**src/rtl/core/tsm_pkg.sv**
```systemverilog
// ----------------------------------------------------------------------------
// Two-way sorted merge package
// Shared types, sizes and request codes for the sorted merge core.
// ----------------------------------------------------------------------------
package tsm_pkg;

    localparam int SEQ_DEPTH = 32;
    localparam int ADDR_W    = (SEQ_DEPTH > 1) ? $clog2(SEQ_DEPTH) : 1;
    localparam int CNT_W     = $clog2(SEQ_DEPTH + 1);
    localparam int DATA_W    = 32;

    localparam logic [1:0] REQ_APPEND_A = 2'd0;
    localparam logic [1:0] REQ_APPEND_B = 2'd1;
    localparam logic [1:0] REQ_START    = 2'd2;

    typedef struct packed {
        logic [1:0]               req_type;
        logic signed [DATA_W-1:0] value;
    } req_t;

    typedef struct packed {
        logic signed [DATA_W-1:0] merged_value;
        logic                     from_b;
        logic                     last;
        logic                     empty_res;
        logic                     overflowed;
    } rsp_t;

    typedef enum logic [0:0] {
        ST_IDLE  = 1'b0,
        ST_MERGE = 1'b1
    } state_t;

    typedef struct packed {
        logic append_a;
        logic append_b;
        logic start;
        logic emit;
    } cmd_t;

    typedef struct packed {
        logic out_free;
        logic pick_last;
    } sts_t;

endpackage

```
**src/rtl/core/tsm_ctrl.sv**
```systemverilog
// ----------------------------------------------------------------------------
// Sorted merge controller
// Accepts appends and start requests while idle, then, while the output
// is free, paces one merge beat per cycle until the last value is emitted.
// ----------------------------------------------------------------------------
module tsm_ctrl (
    input  logic           clk,
    input  logic           rst_n,
    input  logic           req_valid,
    input  logic [1:0]     req_type,
    output logic           req_stall,
    input  tsm_pkg::sts_t  sts,
    output tsm_pkg::cmd_t  cmd
);

    tsm_pkg::state_t state_reg;
    tsm_pkg::state_t state_next;

    always_ff @(posedge clk or negedge rst_n)
    begin
        if (!rst_n)
        begin
            state_reg <= tsm_pkg::ST_IDLE;
        end
        else
        begin
            state_reg <= state_next;
        end
    end

    always_comb
    begin
        state_next = state_reg;
        req_stall  = 1'b1;
        cmd        = '0;
        case (state_reg)
            tsm_pkg::ST_IDLE:
            begin
                req_stall = 1'b0;
                if (req_valid)
                begin
                    case (req_type)
                        tsm_pkg::REQ_APPEND_A: cmd.append_a = 1'b1;
                        tsm_pkg::REQ_APPEND_B: cmd.append_b = 1'b1;
                        tsm_pkg::REQ_START:
                        begin
                            cmd.start  = 1'b1;
                            state_next = tsm_pkg::ST_MERGE;
                        end
                        default: ;
                    endcase
                end
            end
            tsm_pkg::ST_MERGE:
            begin
                if (sts.out_free)
                begin
                    cmd.emit = 1'b1;
                    if (sts.pick_last)
                    begin
                        state_next = tsm_pkg::ST_IDLE;
                    end
                end
            end
            default:
            begin
                state_next = tsm_pkg::ST_IDLE;
            end
        endcase
    end

endmodule

```
**src/rtl/core/tsm_dpath.sv**
```systemverilog
// ----------------------------------------------------------------------------
// Sorted merge datapath
// Holds both value stores, their fill counts, the read indexes, the
// head compare and the output register.
// ----------------------------------------------------------------------------
module tsm_dpath (
    input  logic                              clk,
    input  logic                              rst_n,
    input  logic signed [tsm_pkg::DATA_W-1:0] req_value,
    input  tsm_pkg::cmd_t                     cmd,
    output tsm_pkg::sts_t                     sts,
    output logic                              rsp_valid,
    input  logic                              rsp_stall,
    output tsm_pkg::rsp_t                     rsp
);

    logic signed [tsm_pkg::DATA_W-1:0] mem_a [tsm_pkg::SEQ_DEPTH];
    logic signed [tsm_pkg::DATA_W-1:0] mem_b [tsm_pkg::SEQ_DEPTH];

    logic signed [tsm_pkg::DATA_W-1:0] head_a_reg;
    logic signed [tsm_pkg::DATA_W-1:0] head_b_reg;

    logic [tsm_pkg::CNT_W-1:0] cnt_a_reg;
    logic [tsm_pkg::CNT_W-1:0] cnt_a_next;
    logic [tsm_pkg::CNT_W-1:0] cnt_b_reg;
    logic [tsm_pkg::CNT_W-1:0] cnt_b_next;
    logic [tsm_pkg::CNT_W-1:0] idx_a_reg;
    logic [tsm_pkg::CNT_W-1:0] idx_a_next;
    logic [tsm_pkg::CNT_W-1:0] idx_b_reg;
    logic [tsm_pkg::CNT_W-1:0] idx_b_next;
    logic                      ovf_reg;
    logic                      ovf_next;

    logic          rsp_valid_reg;
    logic          rsp_valid_next;
    tsm_pkg::rsp_t rsp_reg;
    tsm_pkg::rsp_t rsp_next;

    logic                    a_avail;
    logic                    b_avail;
    logic                    take_a;
    logic                    full_a;
    logic                    full_b;
    logic                    both_empty;
    logic [tsm_pkg::CNT_W:0] total;
    logic [tsm_pkg::CNT_W:0] pos;
    logic                    pick_last;
    logic                    out_free;

    assign full_a     = (cnt_a_reg == tsm_pkg::CNT_W'(tsm_pkg::SEQ_DEPTH));
    assign full_b     = (cnt_b_reg == tsm_pkg::CNT_W'(tsm_pkg::SEQ_DEPTH));
    assign a_avail    = (idx_a_reg < cnt_a_reg);
    assign b_avail    = (idx_b_reg < cnt_b_reg);
    assign take_a     = a_avail && (!b_avail || (head_a_reg < head_b_reg));
    assign total      = {1'b0, cnt_a_reg} + {1'b0, cnt_b_reg};
    assign pos        = {1'b0, idx_a_reg} + {1'b0, idx_b_reg} + 1'b1;
    assign both_empty = (total == '0);
    assign pick_last  = both_empty || (pos == total);
    assign out_free   = !rsp_valid_reg || !rsp_stall;

    assign sts.out_free  = out_free;
    assign sts.pick_last = pick_last;

    always_comb
    begin
        cnt_a_next     = cnt_a_reg;
        cnt_b_next     = cnt_b_reg;
        idx_a_next     = idx_a_reg;
        idx_b_next     = idx_b_reg;
        ovf_next       = ovf_reg;
        rsp_next       = rsp_reg;
        rsp_valid_next = rsp_valid_reg && rsp_stall;

        if (cmd.append_a)
        begin
            if (full_a)
            begin
                ovf_next = 1'b1;
            end
            else
            begin
                cnt_a_next = cnt_a_reg + 1'b1;
            end
        end

        if (cmd.append_b)
        begin
            if (full_b)
            begin
                ovf_next = 1'b1;
            end
            else
            begin
                cnt_b_next = cnt_b_reg + 1'b1;
            end
        end

        if (cmd.start)
        begin
            idx_a_next = '0;
            idx_b_next = '0;
        end

        if (cmd.emit)
        begin
            rsp_valid_next        = 1'b1;
            rsp_next.last         = pick_last;
            rsp_next.empty_res    = both_empty;
            rsp_next.overflowed   = ovf_reg;
            if (both_empty)
            begin
                rsp_next.merged_value = '0;
                rsp_next.from_b       = 1'b0;
            end
            else if (take_a)
            begin
                rsp_next.merged_value = head_a_reg;
                rsp_next.from_b       = 1'b0;
                idx_a_next            = idx_a_reg + 1'b1;
            end
            else
            begin
                rsp_next.merged_value = head_b_reg;
                rsp_next.from_b       = 1'b1;
                idx_b_next            = idx_b_reg + 1'b1;
            end
            if (pick_last)
            begin
                cnt_a_next = '0;
                cnt_b_next = '0;
                idx_a_next = '0;
                idx_b_next = '0;
                ovf_next   = 1'b0;
            end
        end
    end

    always_ff @(posedge clk)
    begin
        if (cmd.append_a && !full_a)
        begin
            mem_a[cnt_a_reg[tsm_pkg::ADDR_W-1:0]] <= req_value;
        end
        if (cmd.append_b && !full_b)
        begin
            mem_b[cnt_b_reg[tsm_pkg::ADDR_W-1:0]] <= req_value;
        end
        head_a_reg <= mem_a[idx_a_next[tsm_pkg::ADDR_W-1:0]];
        head_b_reg <= mem_b[idx_b_next[tsm_pkg::ADDR_W-1:0]];
        rsp_reg    <= rsp_next;
    end

    always_ff @(posedge clk or negedge rst_n)
    begin
        if (!rst_n)
        begin
            cnt_a_reg     <= '0;
            cnt_b_reg     <= '0;
            idx_a_reg     <= '0;
            idx_b_reg     <= '0;
            ovf_reg       <= 1'b0;
            rsp_valid_reg <= 1'b0;
        end
        else
        begin
            cnt_a_reg     <= cnt_a_next;
            cnt_b_reg     <= cnt_b_next;
            idx_a_reg     <= idx_a_next;
            idx_b_reg     <= idx_b_next;
            ovf_reg       <= ovf_next;
            rsp_valid_reg <= rsp_valid_next;
        end
    end

    assign rsp_valid = rsp_valid_reg;
    assign rsp       = rsp_reg;

    a_idx_bounded: assert property (@(posedge clk) disable iff (!rst_n)
        (idx_a_reg <= cnt_a_reg) && (idx_b_reg <= cnt_b_reg))
        else $error("Read index passed its store's fill count.");

    a_cnt_bounded: assert property (@(posedge clk) disable iff (!rst_n)
        (cnt_a_reg <= tsm_pkg::CNT_W'(tsm_pkg::SEQ_DEPTH)) &&
        (cnt_b_reg <= tsm_pkg::CNT_W'(tsm_pkg::SEQ_DEPTH)))
        else $error("Store fill count exceeds the store depth.");

    a_emit_free: assert property (@(posedge clk) disable iff (!rst_n)
        cmd.emit |-> out_free)
        else $error("Merge beat issued while the output register is held.");

    a_last_clears: assert property (@(posedge clk) disable iff (!rst_n)
        (cmd.emit && pick_last) |=> (cnt_a_reg == '0) && (cnt_b_reg == '0) && !ovf_reg)
        else $error("Stores were not emptied after the final merge beat.");

endmodule

```
**src/rtl/core/two_way_sorted_merge_core.sv**
```systemverilog
// A start's results are read from the stores into the head registers and then
// registered in the output register; they come one per cycle while the output is
// not stalled, and a start with both stores empty yields a single empty result.
// The pace is one store read per merged value.
// Reset (rst_n, asynchronous, active low) empties both stores and clears overflow.
// ----------------------------------------------------------------------------
// Two-way sorted merge core
// Collects two ascending sequences and emits their merge, one value per beat.
// ----------------------------------------------------------------------------
module two_way_sorted_merge_core (
    input  logic          clk,
    input  logic          rst_n,
    input  logic          req_valid,
    output logic          req_stall,
    input  tsm_pkg::req_t req,
    output logic          rsp_valid,
    input  logic          rsp_stall,
    output tsm_pkg::rsp_t rsp
);

    tsm_pkg::cmd_t cmd;
    tsm_pkg::sts_t sts;

    tsm_ctrl u_ctrl (
        .clk       (clk),
        .rst_n     (rst_n),
        .req_valid (req_valid),
        .req_type  (req.req_type),
        .req_stall (req_stall),
        .sts       (sts),
        .cmd       (cmd)
    );

    tsm_dpath u_dpath (
        .clk       (clk),
        .rst_n     (rst_n),
        .req_value (req.value),
        .cmd       (cmd),
        .sts       (sts),
        .rsp_valid (rsp_valid),
        .rsp_stall (rsp_stall),
        .rsp       (rsp)
    );

endmodule

```
**config.mk**
```make
export PLATFORM = sky130hd
export DESIGN_NAME = two_way_sorted_merge_core
export DESIGN_NICKNAME = d
export VERILOG_FILES = /design/src/rtl/core/tsm_pkg.sv /design/src/rtl/core/tsm_ctrl.sv /design/src/rtl/core/tsm_dpath.sv /design/src/rtl/core/two_way_sorted_merge_core.sv
export SDC_FILE = /design/constraint.sdc
export NUM_CORES = 2
export LEC_CHECK = 0
export BUFFER_PORTS_ARGS = -buffer_cell sky130_fd_sc_hd__buf_4
export CAP_MARGIN = 10
export CELL_PAD_IN_SITES_DETAIL_PLACEMENT = 0
export CELL_PAD_IN_SITES_GLOBAL_PLACEMENT = 1
export CORE_ASPECT_RATIO = 1.2
export CORE_MARGIN = 1
export CORE_UTILIZATION = 50
export CTS_CLUSTER_DIAMETER = 60
export DETAILED_ROUTE_END_ITERATION = 12
export PLACE_DENSITY_LB_ADDON = 0.1
export REMOVE_ABC_BUFFERS = 1
export SKIP_CTS_REPAIR_TIMING = 1
export SYNTH_ARGS = -nofsm -noshare
export SYNTH_HDL_FRONTEND = slang
export SYNTH_SLANG_ARGS = --single-unit
export TNS_END_PERCENT = 1
```
**constraint.sdc**
```tcl
create_clock -name clk -period 5.5 [get_ports clk]
set_clock_uncertainty 0.15 [all_clocks]
set_input_delay 0.825 -clock clk [delete_from_list [all_inputs] [get_ports clk]]
set_output_delay 0.825 -clock clk [all_outputs]
set_load 0.02 [all_outputs]
```
## After elaboration in Yosys (flattened, before gate mapping)

Memories as Yosys holds them, arrays and structs flattened. A register that Yosys moved wholly into a read port is not among the register bits.
Index checks and enable logic that the tools add are counted.

- Register bits: 63
- Bits in writable memories: 2048
- Bits of input ports: 38
- Output and inout bits: 38
- Logic and storage cells: 86
- Memories kept: 2

- $add $sub $neg: 7
- Magnitude comparators: 3
- Equality and inequality tests: 5
- Muxes and demuxes: 42
- Bitwise gates (word level): 1
- Reductions and logical operators: 14

Memories:

| name | words | width | read ports | clocked after memory_dff | write ports | line | RTL |
|---|---|---|---|---|---|---|---|
| u_dpath.mem_a | 32 | 32 | 1 | 1 | 1 | tsm_dpath.sv:17 | `logic signed [tsm_pkg::DATA_W-1:0] mem_a [tsm_pkg::SEQ_DEPTH];` |
| u_dpath.mem_b | 32 | 32 | 1 | 1 | 1 | tsm_dpath.sv:18 | `logic signed [tsm_pkg::DATA_W-1:0] mem_b [tsm_pkg::SEQ_DEPTH];` |

Operators with widths:

| kind | count |
|---|---|
| 6-bit two-way mux | 18 |
| 33-bit two-way mux | 1 |
| 32-bit less-than comparator | 1 |
| 6-bit by 1-bit adder with 6-bit output, second input constant | 4 |
| 1-bit two-way mux | 20 |
| 6-bit by 6-bit adder with 7-bit output | 2 |
| 6-bit == test, second input constant | 2 |
| 6-bit less-than comparator | 2 |
| 7-bit by 1-bit adder with 7-bit output, second input constant | 1 |
| 7-bit == test | 1 |
| 7-bit zero test | 1 |
| 3-bit two-way mux | 2 |
| 1-bit zero test | 5 |
| 1-bit logical AND | 4 |
| 1-bit logical OR | 3 |
| 2-bit by 1-bit == test with 1-bit output, second input constant | 1 |
| 2-bit == test, second input constant | 1 |
| 2-bit zero test | 1 |
| 1-bit case mux with 2 select lines | 1 |
| 1-bit inverter | 1 |

## Longest topological paths before layout

- Depth after elaboration: 9
- Gate-level depth with buffers: 19
- Mapped depth without buffers: 17

## Cells and area by module

A second synthesis with hierarchy kept.

- Cell total of the unflattened synthesis: 5516
- Area total of the unflattened synthesis: 85480.7 µm²

Modules (own cells, without submodules):

| module | instances | cells an instance | area each (µm²) |
|---|---|---|---|
| tsm_dpath | 1 | 5509 | 85390.6 |
| tsm_ctrl | 1 | 7 | 90.1 |

## Worst setup path after synthesis

No wires, ideal clock.

- Kind: input -> register
- From: in rsp_stall
- To: reg u_dpath.head_b_reg[20] in the netlist's numbering, read port of u_dpath.mem_b
- Library setup time: 0.103 ns
- Arrival time: 4.295 ns
- Slack: 0.952 ns
- Stages: 13
- Path through: nand2_1 > nand2_1 > clkinv_1 > nor2_1 > a32o_1 > nor2_1 > inv_1 > clkbuf_1 > clkbuf_1 > a211oi_1 > o21ai_0 > o221ai_1 > a2111oi_2

RTL lines:

| element | line | RTL |
|---|---|---|
| start, declared | two_way_sorted_merge_core.sv:17 | `input logic rsp_stall,` |
| end, declared | tsm_dpath.sv:21 | `logic signed [tsm_pkg::DATA_W-1:0] head_b_reg;` |

## Final worst setup path

- From: reg u_dpath.idx_a_reg[2] in the netlist's numbering
- To: reg u_dpath.head_b_reg[20] in the netlist's numbering, read port of u_dpath.mem_b

- Word-level cells in the longest chain between the ends: 6
- Elaborated cells between the ends (all ways): 10
- Those cells by class: add/sub: 2; order compare: 1; eq/ne: 1; mux: 4; reduce/logical: 2

Ends and longest elaborated chain:

| element | line | RTL |
|---|---|---|
| start, declared | tsm_dpath.sv:27 | `logic [tsm_pkg::CNT_W-1:0] idx_a_reg;` |
| start signal, assigned | tsm_dpath.sv:168 | `idx_a_reg <= idx_a_next;` |
| 6-bit by 6-bit adder with 7-bit output | tsm_dpath.sv:56 | `assign pos = {1'b0, idx_a_reg} + {1'b0, idx_b_reg} + 1'b1;` |
| 7-bit by 1-bit adder with 7-bit output | tsm_dpath.sv:56 |  |
| 7-bit == test | tsm_dpath.sv:58 | `assign pick_last = both_empty \|\| (pos == total);` |
| 1-bit logical OR | tsm_dpath.sv:58 |  |
| via u_dpath.pick_last | tsm_dpath.sv:47 | `logic pick_last;` |
| 6-bit two-way mux | tsm_dpath.sv:127 | `if (pick_last)` |
| 6-bit two-way mux | tsm_dpath.sv:104 | `if (cmd.emit)` |

The timed path passes the listed nets, and every way through them passes these cells.
A chain may end at the register's enable or synchronous reset.

==> metrics.txt <==
run status=finished, violations left; failing checks=negative setup slack; full die area=between 150000 and 200000 sq um; CTS Root Cell=clkbuf_16; Max H-tree Level=4; Core Region=171000 sq um; Die X=~380 um; I/O Buffers=75; CP Capture Type=register; CTS tree=yes; CTS Buffer Depth=3; Detailed Routing Iterations Pass 1=5; nets=between 5k and 6k; HPWL after DPL=roughly 150000 um; Residual DRC=0; crit path launch=u_dpath.idx_a_reg[2]; Vias/cell=between 6 and 7; syn_area_per_cell=between 15 and 20 sq um; Post-Place Cells=7845; Setup WS pre-CTS=about 0.072 ns; cell taking the most area after synthesis=edfxtp_1; CTS buffer count=210; synth top area cells=edfxtp_1, mux2i_1, nand2_1, dfxtp_1, a32oi_1; commonest non-fill, non-tap cell in the layout=edfxtp_1; EDFF count, synth=around 2.1k; Cell variety after synth=approximately 70; Routed Antenna Nets=0; Synth Warn #=0; Synth Instances=about 5.6k; register area share after synthesis=0.747; setup slack after layout=-0.0361 ns; vias in the first global route=49.3k; Post-Syn Area=slightly below 90000 sq um; critical path type=reg2reg; Most used DFF post-synth=edfxtp_1; slew of the pin with the lowest slew margin=around 1.2 ns; Synth top area share=0.724; drt initial violations=between 5k and 6k; Detailed Route WL=257000 um; Critical Path Source Type=register; die height=458 um; Final Max Tran Viols=0; num rows=approximately 170; CTS sink cnt=roughly 2.2k; fin crit share=1.01; initial core utilization=0.505; reg2reg start=u_dpath.idx_a_reg[2]; register bit total from synthesis=2175; largest net degree at the start of global routing=100; Worst Min Path Start=rsp_stall; Final Hold Fails=0; per-cell routed wire length=roughly 31 um; first-pass GRT wire length=about 360000 um; hold crit path type=in2reg; Slew headroom=0.178; most frequent cells in the layout=edfxtp_1, nand2_1, mux2i_1, buf_4, clkbuf_16; total congestion overflow=0; initial antenna violation count=16; RSZ-0062 raised after global routing=yes; # IOs=76; Vias=between 50k and 60k; fin crit period=5.54 ns; clock-pin slew of the registers on the worst-case setup and hold paths=roughly 0.060 ns; fillers=between 10k and 15k; All-Layer GR Usage=0.293; hold slack=0.0798 ns; async set or reset register ratio after synthesis=0.0124; worst path arrival time=around 6.1 ns; Final GP Congestion=0.925; Final Non-Filler Cells=just over 8k; max cap viols=0; P&R area growth vs syn=14.1%; fmax=0.181 GHz; worst skew pair latency=roughly 0.86 ns; Data required, critical path=6.02 ns; layout cells sized above 1=0.135; worst-path maximum fanout=14; final setup fails=2
-- logic make-up after synthesis --
family	share of synthesized area
DFF	0.747
buffers and inverters	0.0200
xor gates and xnor gates	0.00233
adders and majority gates	0.00958
and+or+nand+nor	0.0673
AOI/OAI and AO/OA	0.0709
muxes	0.0834
-- layout make-up --
cell class	instances	area (sq um)	area share
clock inverters	121	1060	0.0107
inverters	68	275	0.00279
repair buffers	364	3390	0.0344
diodes	10	25.0	0.000254
multi-input cells	2971	20800	0.211
well taps	2268	2840	0.0288
clock buffers	271	5700	0.0578
flip-flops and latches	2175	64500	0.654
-- worst paths after layout --
path	to	slack (ns)	cells past startpoint
min reg2reg	u_dpath.rsp_valid	0.37	2
min in group asynchronous	u_dpath.idx_b_reg[5]	0.43	2
min	u_dpath.rsp_valid	0.08	3
max reg2reg	u_dpath.head_b_reg[20]	-0.04	16
max	u_dpath.head_b_reg[20]	-0.04	16
max in group asynchronous	u_dpath.idx_a_reg[5]	4.43	2
-- synthesized netlist by cell type (all sizes together), types with 3 or more instances --
master / instances
a2111oi: 33
a211oi: 100
a21o: 35
a21oi: 211
a22oi: 128
a311oi: 6
a31oi: 41
a32oi: 127
and3: 110
buf: 139
clkbuf: 201
clkinv: 3
dfrtp: 27
dfxtp: 64
edfxtp: 2084
ha: 63
inv: 65
mux2i: 720
nand2: 734
nand2b: 9
nand3: 213
nand4: 68
nor2: 108
nor3: 42
nor3b: 7
nor4: 9
o211ai: 33
o21ai: 80
o221ai: 31
o22ai: 8
o41ai: 4
xnor2: 19
xor2: 4
-- per-layer routing --
metal / vias up / part of all wire / wire length, um / global-route usage
met3: 436 / 0.068 / 17500 / 0.0452
met5: - / 0.000047 / 12 / 0
met2: 1891 / 0.49 / 126000 / 0.486
met4: 2 / 0.050 / 12900 / 0.131
met1: 26200 / 0.39 / 101000 / 0.382
li1: 22100 / - / - / -
-- critical path: stages (launching register included) --
cell and delay [ns]:
dfrtp_1 0.49, ha_1 0.40, o21ai_0 0.13, a2111oi_0 0.48, a311oi_1 0.14, xnor2_1 0.18
nor3_1 0.10, a31oi_4 0.32, inv_2 0.20, o41ai_1 0.60, a31oi_4 0.14, nor2_1 0.18
nand2_1 0.28, buf_12 0.27, buf_4 0.22, nor3_1 0.97, a2111oi_2 0.08
-- metrics by stage --
stage	cell area, sq um	setup TNS (ns)	util
finish	98700	-0.0696	0.577
global route	98600	-0.150	0.576
CTS	98600	0	0.576
detailed placement	91800	0	0.537
global placement	91800	0	0.537
floorplan	85000	-2509.46	-
Power is left out: the tool's default activity adds up to more than one toggle a clock period on the data nets, which glitch-free logic cannot reach.
